**src/rtl/core/assert_macros.svh**
```systemverilog
// Assertion macros used by the top-level RTL file of the IMAP string parser.
`ifndef ASSERT_MACROS_SVH
`define ASSERT_MACROS_SVH
`ifndef SYNTH
// Checked on every clk_i edge, off while rst_ni is low.
`define ASSERT_CLK(lbl, prop, msg) \
  lbl: assert property (@(posedge clk_i) disable iff (!rst_ni) (prop)) else $error(msg);
// Checked on every clk_i edge, reset included.
`define ASSERT_ALWAYS(lbl, prop, msg) \
  lbl: assert property (@(posedge clk_i) (prop)) else $error(msg);
`else
`define ASSERT_CLK(lbl, prop, msg)
`define ASSERT_ALWAYS(lbl, prop, msg)
`endif
`endif

```
**src/rtl/core/imapsl_pkg.sv**
```systemverilog
// Types, codes and character constants of the IMAP string parser.
package imapsl_pkg;

  localparam int unsigned LengthBitsDefault = 32;
  localparam logic [31:0] MaxLenReset       = 32'd65536;

  // Parser phases
  typedef enum logic [2:0] {
    PH_SCAN   = 3'd0,
    PH_QUOTED = 3'd1,
    PH_LEN    = 3'd2,
    PH_CR     = 3'd3,
    PH_LF     = 3'd4,
    PH_BODY   = 3'd5,
    PH_DONE   = 3'd6,
    PH_BAD    = 3'd7
  } phase_e;

  // Reported status
  typedef enum logic [1:0] {
    ST_INCOMPLETE = 2'd0,
    ST_COMPLETE   = 2'd1,
    ST_INVALID    = 2'd2
  } status_e;

  // Reported string kind
  typedef enum logic [1:0] {
    KIND_NONE    = 2'd0,
    KIND_QUOTED  = 2'd1,
    KIND_LITERAL = 2'd2,
    KIND_NONSYNC = 2'd3
  } kind_e;

  // Character codes
  localparam logic [7:0] ChLbrace = 8'h7B;
  localparam logic [7:0] ChRbrace = 8'h7D;
  localparam logic [7:0] ChQuote  = 8'h22;
  localparam logic [7:0] ChPlus   = 8'h2B;
  localparam logic [7:0] ChCr     = 8'h0D;
  localparam logic [7:0] ChLf     = 8'h0A;
  localparam logic [7:0] ChZero   = 8'h30;
  localparam logic [7:0] ChNine   = 8'h39;

  // Narrow control state handed between parser step and state registers
  typedef struct packed {
    phase_e phase;
    logic   nonsync;
    logic   digit;
    kind_e  kind;
  } ctrl_t;

endpackage

```
**src/rtl/core/imap_string_literal_parser.sv**
```systemverilog
// Top level of the byte-serial IMAP quoted/literal string parser.
//
//   channel | direction | handshake                 | payload
//   --------+-----------+---------------------------+--------------------------------
//   in      | input     | in_valid_i / in_stall_o   | restart_i, in_byte_i
//   out     | output    | out_valid_o / out_stall_i | content_*, parse_status_o,
//           |           |                           | string_kind_o, body_count_o
//   cfg     | input     | cfg_valid_i / cfg_ready_o | cfg_data_i (max_literal_length)
//
// One byte per cycle while the output is not stalled: each accepted beat is handled by the
// combinational parser step logic, and its result sits in the output register the next cycle.
// Reset puts the parser in the scan phase and the length limit at 65536.
// A stalled result holds; a new input beat is taken whenever the output
// register is empty or is being drained in the same cycle.
`include "assert_macros.svh"

module imap_string_literal_parser #(
  parameter int unsigned LENGTH_BITS = imapsl_pkg::LengthBitsDefault
) (
  input  logic        clk_i,
  input  logic        rst_ni,
  // configuration
  input  logic        cfg_valid_i,
  output logic        cfg_ready_o,
  input  logic [31:0] cfg_data_i,
  // input beats
  input  logic        in_valid_i,
  output logic        in_stall_o,
  input  logic        restart_i,
  input  logic [7:0]  in_byte_i,
  // result beats
  output logic        out_valid_o,
  input  logic        out_stall_i,
  output logic        content_valid_o,
  output logic [7:0]  content_byte_o,
  output logic [1:0]  parse_status_o,
  output logic [1:0]  string_kind_o,
  output logic [31:0] body_count_o
);

  imapsl_pkg::ctrl_t      ctrl_q, ctrl_d;
  logic [LENGTH_BITS-1:0] target_q, target_d;
  logic [31:0]            count_q, count_d;
  logic [31:0]            max_len_q;
  logic                   out_valid_q;
  logic                   cv_q, cv_d;
  logic [7:0]             cb_q, cb_d;
  logic                   in_accept;

  // Config register, always ready
  assign cfg_ready_o = 1'b1;

  always_ff @(posedge clk_i or negedge rst_ni) begin
    if (!rst_ni) begin
      max_len_q <= imapsl_pkg::MaxLenReset;
    end else if (cfg_valid_i) begin
      max_len_q <= cfg_data_i;
    end
  end

  // Handshake: take a beat when the output register is free or draining
  assign in_stall_o = out_valid_q && out_stall_i;
  assign in_accept  = in_valid_i && !in_stall_o;

  imapsl_step #(
    .LENGTH_BITS (LENGTH_BITS)
  ) u_step (
    .ctrl_i    (ctrl_q),
    .target_i  (target_q),
    .count_i   (count_q),
    .max_len_i (max_len_q),
    .restart_i (restart_i),
    .byte_i    (in_byte_i),
    .ctrl_o    (ctrl_d),
    .target_o  (target_d),
    .count_o   (count_d),
    .cv_o      (cv_d),
    .cb_o      (cb_d)
  );

  // Parser state, updated only by accepted beats
  always_ff @(posedge clk_i or negedge rst_ni) begin
    if (!rst_ni) begin
      ctrl_q.phase   <= imapsl_pkg::PH_SCAN;
      ctrl_q.nonsync <= 1'b0;
      ctrl_q.digit   <= 1'b0;
      ctrl_q.kind    <= imapsl_pkg::KIND_NONE;
      target_q       <= '0;
      count_q        <= '0;
    end else if (in_accept) begin
      ctrl_q   <= ctrl_d;
      target_q <= target_d;
      count_q  <= count_d;
    end
  end

  // Output valid
  always_ff @(posedge clk_i or negedge rst_ni) begin
    if (!rst_ni) begin
      out_valid_q <= 1'b0;
    end else if (in_accept) begin
      out_valid_q <= 1'b1;
    end else if (!out_stall_i) begin
      out_valid_q <= 1'b0;
    end
  end

  // Body byte of the result
  always_ff @(posedge clk_i) begin
    if (in_accept) begin
      cv_q <= cv_d;
      cb_q <= cb_d;
    end
  end

  // State registers only move on accepted beats, so they match the held result
  assign out_valid_o     = out_valid_q;
  assign content_valid_o = cv_q;
  assign content_byte_o  = cb_q;
  assign string_kind_o   = ctrl_q.kind;
  assign body_count_o    = count_q;

  always_comb begin
    case (ctrl_q.phase)
      imapsl_pkg::PH_DONE: parse_status_o = imapsl_pkg::ST_COMPLETE;
      imapsl_pkg::PH_BAD:  parse_status_o = imapsl_pkg::ST_INVALID;
      default:             parse_status_o = imapsl_pkg::ST_INCOMPLETE;
    endcase
  end

  // Checks
  `ASSERT_ALWAYS(a_stall_needs_result, in_stall_o |-> out_valid_q, "stall without held result")
  `ASSERT_CLK(a_body_has_kind,
    (out_valid_q && cv_q) |-> (ctrl_q.kind != imapsl_pkg::KIND_NONE),
    "body byte with no string kind")
  `ASSERT_CLK(a_invalid_no_body,
    (out_valid_q && ctrl_q.phase == imapsl_pkg::PH_BAD) |-> !cv_q,
    "body byte on invalid string")
  `ASSERT_CLK(a_final_holds,
    (in_accept && !restart_i &&
     (ctrl_q.phase == imapsl_pkg::PH_DONE || ctrl_q.phase == imapsl_pkg::PH_BAD))
    |=> $stable(ctrl_q.phase),
    "final status left without restart")

endmodule

```
**src/rtl/core/imapsl_step.sv**
```systemverilog
// One-byte parser step: next parser state and body output from current state.
module imapsl_step #(
  parameter int unsigned LENGTH_BITS = imapsl_pkg::LengthBitsDefault
) (
  input  imapsl_pkg::ctrl_t       ctrl_i,
  input  logic [LENGTH_BITS-1:0]  target_i,
  input  logic [31:0]             count_i,
  input  logic [31:0]             max_len_i,
  input  logic                    restart_i,
  input  logic [7:0]              byte_i,
  output imapsl_pkg::ctrl_t       ctrl_o,
  output logic [LENGTH_BITS-1:0]  target_o,
  output logic [31:0]             count_o,
  output logic                    cv_o,
  output logic [7:0]              cb_o
);

  localparam int unsigned LW = (LENGTH_BITS > 32) ? LENGTH_BITS : 32;
  localparam int unsigned AW = LENGTH_BITS + 4;

  imapsl_pkg::ctrl_t      ctrl;
  logic [LENGTH_BITS-1:0] target;
  logic [31:0]            count;
  logic [31:0]            count_inc;

  logic [LW-1:0]          max_w;
  logic [LW-1:0]          cap_w;
  logic [LW-1:0]          lim_w;
  logic [AW-1:0]          lim_a;
  logic [AW-1:0]          acc;
  logic                   is_digit;

  // Restart clears the parser before this byte
  always_comb begin
    if (restart_i) begin
      ctrl.phase   = imapsl_pkg::PH_SCAN;
      ctrl.nonsync = 1'b0;
      ctrl.digit   = 1'b0;
      ctrl.kind    = imapsl_pkg::KIND_NONE;
      target       = '0;
      count        = '0;
    end else begin
      ctrl   = ctrl_i;
      target = target_i;
      count  = count_i;
    end
  end

  assign count_inc = count + 32'd1;

  // Length limit clipped to what the target register holds
  assign max_w = LW'(max_len_i);
  assign cap_w = LW'({LENGTH_BITS{1'b1}});
  assign lim_w = (max_w < cap_w) ? max_w : cap_w;
  assign lim_a = AW'(lim_w[LENGTH_BITS-1:0]);

  // target*10 + digit; target never exceeds the limit so AW bits suffice
  assign acc = {target, 3'b000} + AW'({target, 1'b0}) + AW'(byte_i[3:0]);

  assign is_digit = (byte_i inside {[imapsl_pkg::ChZero:imapsl_pkg::ChNine]});

  // Phase transitions
  always_comb begin
    ctrl_o   = ctrl;
    target_o = target;
    count_o  = count;
    cv_o     = 1'b0;
    cb_o     = 8'h00;
    case (ctrl.phase)
      imapsl_pkg::PH_SCAN: begin
        if (byte_i == imapsl_pkg::ChLbrace) begin
          ctrl_o.phase = imapsl_pkg::PH_LEN;
        end else if (byte_i == imapsl_pkg::ChQuote) begin
          ctrl_o.phase = imapsl_pkg::PH_QUOTED;
          ctrl_o.kind  = imapsl_pkg::KIND_QUOTED;
        end
      end
      imapsl_pkg::PH_QUOTED: begin
        if (byte_i == imapsl_pkg::ChQuote) begin
          ctrl_o.phase = imapsl_pkg::PH_DONE;
        end else begin
          cv_o = 1'b1;
          cb_o = byte_i;
          // saturating count
          if (count != 32'hFFFF_FFFF) count_o = count_inc;
        end
      end
      imapsl_pkg::PH_LEN: begin
        if (is_digit && !ctrl.nonsync) begin
          if (acc > lim_a) begin
            ctrl_o.phase = imapsl_pkg::PH_BAD;
          end else begin
            target_o     = acc[LENGTH_BITS-1:0];
            ctrl_o.digit = 1'b1;
          end
        end else if (byte_i == imapsl_pkg::ChPlus && !ctrl.nonsync && ctrl.digit) begin
          ctrl_o.nonsync = 1'b1;
        end else if (byte_i == imapsl_pkg::ChRbrace && ctrl.digit) begin
          ctrl_o.kind  = ctrl.nonsync ? imapsl_pkg::KIND_NONSYNC : imapsl_pkg::KIND_LITERAL;
          ctrl_o.phase = imapsl_pkg::PH_CR;
        end else begin
          ctrl_o.phase = imapsl_pkg::PH_BAD;
        end
      end
      imapsl_pkg::PH_CR: begin
        ctrl_o.phase = (byte_i == imapsl_pkg::ChCr) ? imapsl_pkg::PH_LF : imapsl_pkg::PH_BAD;
      end
      imapsl_pkg::PH_LF: begin
        if (byte_i != imapsl_pkg::ChLf) begin
          ctrl_o.phase = imapsl_pkg::PH_BAD;
        end else if (target == '0) begin
          ctrl_o.phase = imapsl_pkg::PH_DONE;
        end else begin
          ctrl_o.phase = imapsl_pkg::PH_BODY;
        end
      end
      imapsl_pkg::PH_BODY: begin
        cv_o    = 1'b1;
        cb_o    = byte_i;
        count_o = count_inc;
        if (LW'(count_inc) >= LW'(target)) ctrl_o.phase = imapsl_pkg::PH_DONE;
      end
      default: begin
        // complete or invalid: hold until restart
      end
    endcase
  end

endmodule
```
**config.mk**
```make
export PLATFORM = sky130hd
export DESIGN_NAME = imap_string_literal_parser
export DESIGN_NICKNAME = d
export VERILOG_FILES = /design/src/rtl/core/imapsl_pkg.sv /design/src/rtl/core/imap_string_literal_parser.sv /design/src/rtl/core/imapsl_step.sv
export VERILOG_INCLUDE_DIRS = /design/src /design/src/rtl/core
export SDC_FILE = /design/constraint.sdc
export NUM_CORES = 1
export LEC_CHECK = 0
export BUFFER_PORTS_ARGS = -buffer_cell sky130_fd_sc_hd__buf_2
export CORE_AREA = 2 2 90 179
export CTS_CLUSTER_DIAMETER = 100
export DETAILED_ROUTE_END_ITERATION = 12
export DIE_AREA = 0 0 92 181
export HOLD_SLACK_MARGIN = 0.05
export PLACE_DENSITY = 0.82
export RECOVER_POWER = 100
export SLEW_MARGIN = 20
export SYNTH_ARGS = -nofsm -noshare
export SYNTH_HDL_FRONTEND = slang
export SYNTH_SLANG_ARGS = --single-unit
```
**constraint.sdc**
```tcl
create_clock -name clk_i -period 17.3 [get_ports clk_i]
set_input_delay 3.46 -clock clk_i [delete_from_list [all_inputs] [get_ports clk_i]]
set_output_delay 3.46 -clock clk_i [all_outputs]
set_load 0.05 [all_outputs]
```
Word-level counts from Yosys, hierarchy flattened
Index checks and enable logic that the tools add are counted.

Output and inout port bits: 48. Register bits: 113.

Reduce and logical (&&, ||, !) cells: 11. Magnitude comparators: 5. Multiplexer cells: 41. Equality and inequality tests: 15. Add/subtract/negate cells: 3.

Operators with widths (count): 2-to-1 mux 32 bit (8); one-hot mux 32 bit (2 select lines) (1); adder 35 x 33 -> 36 bit (1); adder 36 x 4 -> 36 bit (1); > comparator 36 x 32 -> 1 bit (1); adder 32 x 1 -> 32 bit, second input constant (1); >= comparator 32 bit (1); zero test 32 bit (1); < comparator 32 bit, second input constant (1); != test 32 bit, second input constant (1); 2-to-1 mux 3 bit (9); one-hot mux 3 bit (6 select lines) (1); equality test 8 x 6 -> 1 bit, second input constant (2); equality test 8 x 7 -> 1 bit, second input constant (2); 2-to-1 mux 2 bit (8); one-hot mux 8 bit (2 select lines) (1); equality test 3 bit, second input constant (4); equality test 8 x 4 -> 1 bit, second input constant (1); >= comparator 8 x 6 -> 1 bit, second input constant (1); <= comparator 8 x 6 -> 1 bit, second input constant (1); 2-to-1 mux 1 bit (8); 2-to-1 mux 8 bit (1); != test 8 x 4 -> 1 bit, second input constant (1); one-hot mux 2 bit (2 select lines) (2); other kinds (8) (16).

Longest topological paths before layout
Depth in word-level cells: 7. Gate-level depth with buffers: 28.

Hierarchy
Synthesis repeated with hierarchy kept, for this count alone.

Cell total of the unflattened synthesis: 1107. Area total of the unflattened synthesis: 10654.0 um2.

By module, submodules not included: imapsl_step (area each 6102.1 um2, times used 1, cells an instance 869, sequential area each 0.0 um2); imap_string_literal_parser (area each 4551.9 um2, times used 1, cells an instance 238, sequential area each 2874.0 um2).

Worst setup path before layout
No wires, ideal clock.

Kind: input port to flip-flop. Start point: in restart_i. End point: reg target_q[15]. Stages on the path: 27. Buffers on the path: 4. Setup slack: 8085 ps. Arrival time: 9090 ps. Required time: 17175 ps. Path through: inv_1 > clkbuf_1 > clkbuf_1 > buf_1 > nand2_1 > inv_1 > ha_1 > ha_1 > o211ai_1 > o21ai_0 > a31oi_1 > o41ai_2 > nand4_1 > and3_1 > o31ai_1 > xor2_1 > ha_1 > nand4_1 > nor4_1 > nand3_1 > o21ai_0 > and3_1 > o2111ai_1 > nor4_4 > nand2_4 > buf_6 > mux2_4.

Word-level cells in the longest chain between the ends: 7. Elaborated cells between the ends (all ways): 11. Those cells by class: 2 x add/sub; 1 x order compare; 1 x eq/ne; 5 x mux; 2 x reduce/logical.

RTL lines: from (decl) (line imap_string_literal_parser.sv:29) `input logic restart_i,`; 2-to-1 mux 32 bit (line imapsl_step.sv:35) `if (restart_i) begin`; adder 35 x 33 -> 36 bit (line imapsl_step.sv:58) `assign acc = {target, 3'b000} + AW'({target, 1'b0}) + AW'(byte_i[3:0]);`; adder 36 x 4 -> 36 bit (line imapsl_step.sv:58); > comparator 36 x 32 -> 1 bit (line imapsl_step.sv:90) `if (acc > lim_a) begin`; 2-to-1 mux 32 bit (line imapsl_step.sv:90); 2-to-1 mux 32 bit (line imapsl_step.sv:89) `if (is_digit && !ctrl.nonsync) begin`; 2-to-1 mux 32 bit (*) (line imapsl_step.sv:69) `case (ctrl.phase)`; to (signal assigned) (line imap_string_literal_parser.sv:92) `target_q <= target_d;`; to (decl) (line imap_string_literal_parser.sv:42) `logic [LENGTH_BITS-1:0] target_q, target_d;`.

Mark *: on every way between the ends. The rest lies on a longest branch, timed or not. A chain may end at the register's enable or synchronous reset.

Worst setup path after layout
Start point: in restart_i. End point: reg target_q[17].

The elaborated chain is that of the path after synthesis.

==> results.sh <==
export IMPL_status="finished with violations"
export IMPL_violations="max-capacitance violations, max-slew violations"
export IMPL_cts_hold_buf=0
export IMPL_clkLatencyLatePin_ns=0.43
export IMPL_synth_top_area_share=0.264
export IMPL_rows=64
export IMPL_crit_required_ns=17.60
export IMPL_dp_slack_ns=6.81
export IMPL_final_cell_mix="150 x nand2_1, 127 x ha_1, 103 x dfrtp_1"
export IMPL_cts_tree="yes"
export IMPL_synth_area_per_cell_um2=8.54
export IMPL_endpoint_kind="register"
export IMPL_avgRoutedWirePerCell_um=18.6
export IMPL_synth_edff_count=9
export IMPL_antenna_cells=0
export IMPL_grt_setup_unrepaired="no"
export IMPL_numCtsBuffers=17
export IMPL_port_buffers=92
export IMPL_drv_cap=6
export IMPL_leakage_nw=5.56
export IMPL_r2r_end="target_q[17]"
export IMPL_mostFrequentLayoutCell="nand2_1"
export IMPL_synth_ff_latch_count=113
export IMPL_worstRegToRegCells=23
export IMPL_hold_worst_slack_ns=0.493
export IMPL_die_y_um=181
export IMPL_clkSlewWorstSetupHoldPaths_ns=0.05
export IMPL_coreArea_um2=15200
export IMPL_grt_overflow_total=0
export IMPL_worst_pin_slew_ns=4.18
export IMPL_critPathMaxFanout=51
export IMPL_dr_pass1_iters=6
export IMPL_max_freq_ghz=0.0782
export IMPL_finalCriticalPeriod_ns=12.78
export IMPL_setup_viol=0
export IMPL_worst_slack_ns=4.52
export IMPL_yosysUniqueCellTypes=79
export IMPL_synth_area_top_cells="dfrtp_1 26%, ha_1 16%, nand2_1 5.8%, o21ai_0 4.5%, xnor2_1 3.7%"
export IMPL_yosys_warnings=0
export IMPL_synthToLayoutAreaGrowth_pct=10.2
export IMPL_critPathCapture="target_q[17]"
export IMPL_utilization=0.707
export IMPL_dieArea_um2=16700
export IMPL_final_hold_viol_count=0
export IMPL_critPathLaunch="restart_i"
export IMPL_arrival_ns=13.08
export IMPL_synthFlopType="dfrtp_1"
export IMPL_clockBufferDepth=2
export IMPL_async_reset_ff_frac=0.920
export IMPL_dp_hpwl_um=20100
export IMPL_period_share=0.739
export IMPL_gp_congestion=0.952
export IMPL_fin_skew_ns=0.00653
export IMPL_drive_gt1_frac=0.0810
export IMPL_seq_area_frac_synth=0.294
export IMPL_start_kind="primary input"
export IMPL_postCtsResizedCells=0
export IMPL_htree_levels=4
export IMPL_drt_antenna_violating_nets=0
export IMPL_syn_nets=1318
export IMPL_p_per_area_nw_per_um2=78.8
export IMPL_cts_setup_buffers=0
export IMPL_vias=8822
export IMPL_initial_core_util=0.642
export IMPL_wl_um=26400
export IMPL_syn_area_um2=9770
export IMPL_crit_type="primary input to register"
export IMPL_synth_top_area_cell="dfrtp_1"
export IMPL_layout_nets=1383
export IMPL_r2r_start="target_q[0]"
export IMPL_fp_dieW_um=92
export IMPL_relSlewSlack=-1.78
export IMPL_grt_use_total=0.320
export IMPL_io_pins=94
export IMPL_drtIter0Drc=635
export IMPL_clock_root_buffer="clkbuf_16"
export IMPL_r2r_slack_ns=9.93
export IMPL_setup_tns_final_ns=0
export IMPL_grt_start_max_net_pins=77
export IMPL_worstHoldPathType="register to register"
export IMPL_grt_pass1_vias=8793
export IMPL_synth_cells=1144
export IMPL_slew_violations=282
export IMPL_vdd_drop_max_mv=0.0679
export IMPL_antenna_found_initial=0
export IMPL_drc=0
export IMPL_cts_sinks=113
export IMPL_grt_pass1_wl_um=42400
export IMPL_viasPerCell=6.21
## worst min path at each step
stage / from / to / slack (ns) / cells after the start
2_1_floorplan: ctrl_q[2] / ctrl_q[2] / 0.45 / 2
3_3_place_gp: target_q[8] / target_q[8] / 0.48 / 1
3_5_place_dp: ctrl_q[2] / ctrl_q[2] / 0.48 / 2
4_1_cts: target_q[31] / target_q[31] / 0.50 / 1
5_1_grt: target_q[31] / target_q[31] / 0.50 / 1
6_report: ctrl_q[2] / ctrl_q[2] / 0.49 / 2
## worst max-delay path: stages
cell and delay, ns:
buf_2 0.07, clkbuf_1 1.59, inv_1 0.33, clkbuf_1 0.91
nand2_1 0.36, inv_1 0.10, ha_1 0.31, ha_1 0.35
o211ai_1 0.14, o21ai_0 0.43, a31oi_1 0.22, o41ai_1 0.91
nand4_1 0.23, and3_1 0.26, o31ai_1 0.25, xor2_1 0.14
ha_1 0.32, nand4_1 0.15, nor4_1 0.40, nand3_1 0.11
o21ai_0 0.08, and3_1 0.16, o2111ai_1 0.17, nor4_4 0.68
nand2_4 0.45, mux2_1 0.47
## metrics by stage
step | instances | cell area, um^2 | total power, W
after floorplan | 1144 | 9770 | 0.000417
after global placement | 1388 | 10300 | 0.000464
after detailed placement | 1388 | 10300 | 0.000466
after CTS | 1420 | 10900 | 0.000853
after global routing | 1420 | 10800 | 0.000878
final | 1420 | 10800 | 0.000848
## synthesized netlist by cell type, drive strengths merged (3+ instances only)
master	count
a22o	3
o211ai	4
and2	37
and3	12
nor3	13
nand2	152
nand3	28
clkbuf	36
o2111ai	4
o21ai	88
nor2b	17
dfrtp	103
a221oi	6
mux2	24
a21o	28
mux2i	6
or4	3
a32o	4
nor4	14
or3	6
edfxtp	9
xnor2	41
nand3b	5
or2	3
nor2	64
nand4	26
and4	11
buf	16
xor2	28
inv	77
o31ai	8
a31oi	12
a211oi	6
a311oi	5
nand2b	6
ha	127
a21oi	70
o21a	6
## cell families (layout without fill, tap and decap cells)
logic type | after synthesis | count (layout) | share of synthesized area
buf+inv | 130 | 208 | 0.0536
flops | 113 | 113 | 0.294
fa+ha+maj | 128 | 128 | 0.165
other cells | 1 | 1 | 0.000384
compound gates | 268 | 268 | 0.176
simple gates | 405 | 405 | 0.210
mux | 30 | 30 | 0.0396
xor+xnor | 69 | 69 | 0.0619
## flip-flops by register name, indices dropped and copies added (netlist names)
signal           cells
max_len_q           32
body_count_o        32
string_kind_o        2
content_byte_o       8
ctrl_q               5
out_valid_o          1
content_valid_o      1
target_q            32
## routing by layer
layer  global-route usage  wire (um)  up-vias
met1                0.344       9750     4173
met4                0.204       1660        0
met2                0.581      13700      345
li1                     -          -     4214
met5                    0          0        -
met3               0.0342       1250       90
## cell type report
class                   instances  area, um^2
inverters                      78         293
clock inverters                11         184
well taps                     198         248
repair buffers                 98         422
fillers                      1250        4450
multi-input cells             901        6280
flip-flops and latches        113        2870
clock buffers                  21         460
## report_power, final
part	switching [W]	internal (W)	leakage, nW	total, W
clock	0.000128	0.000262	0.321	0.000389
sequential	0.0000223	0.000287	1.46	0.000309
combinational	0.000107	0.0000430	3.78	0.000150
total	0.000257	0.000591	5.56	0.000848
Power figures use the tool's default switching activity.
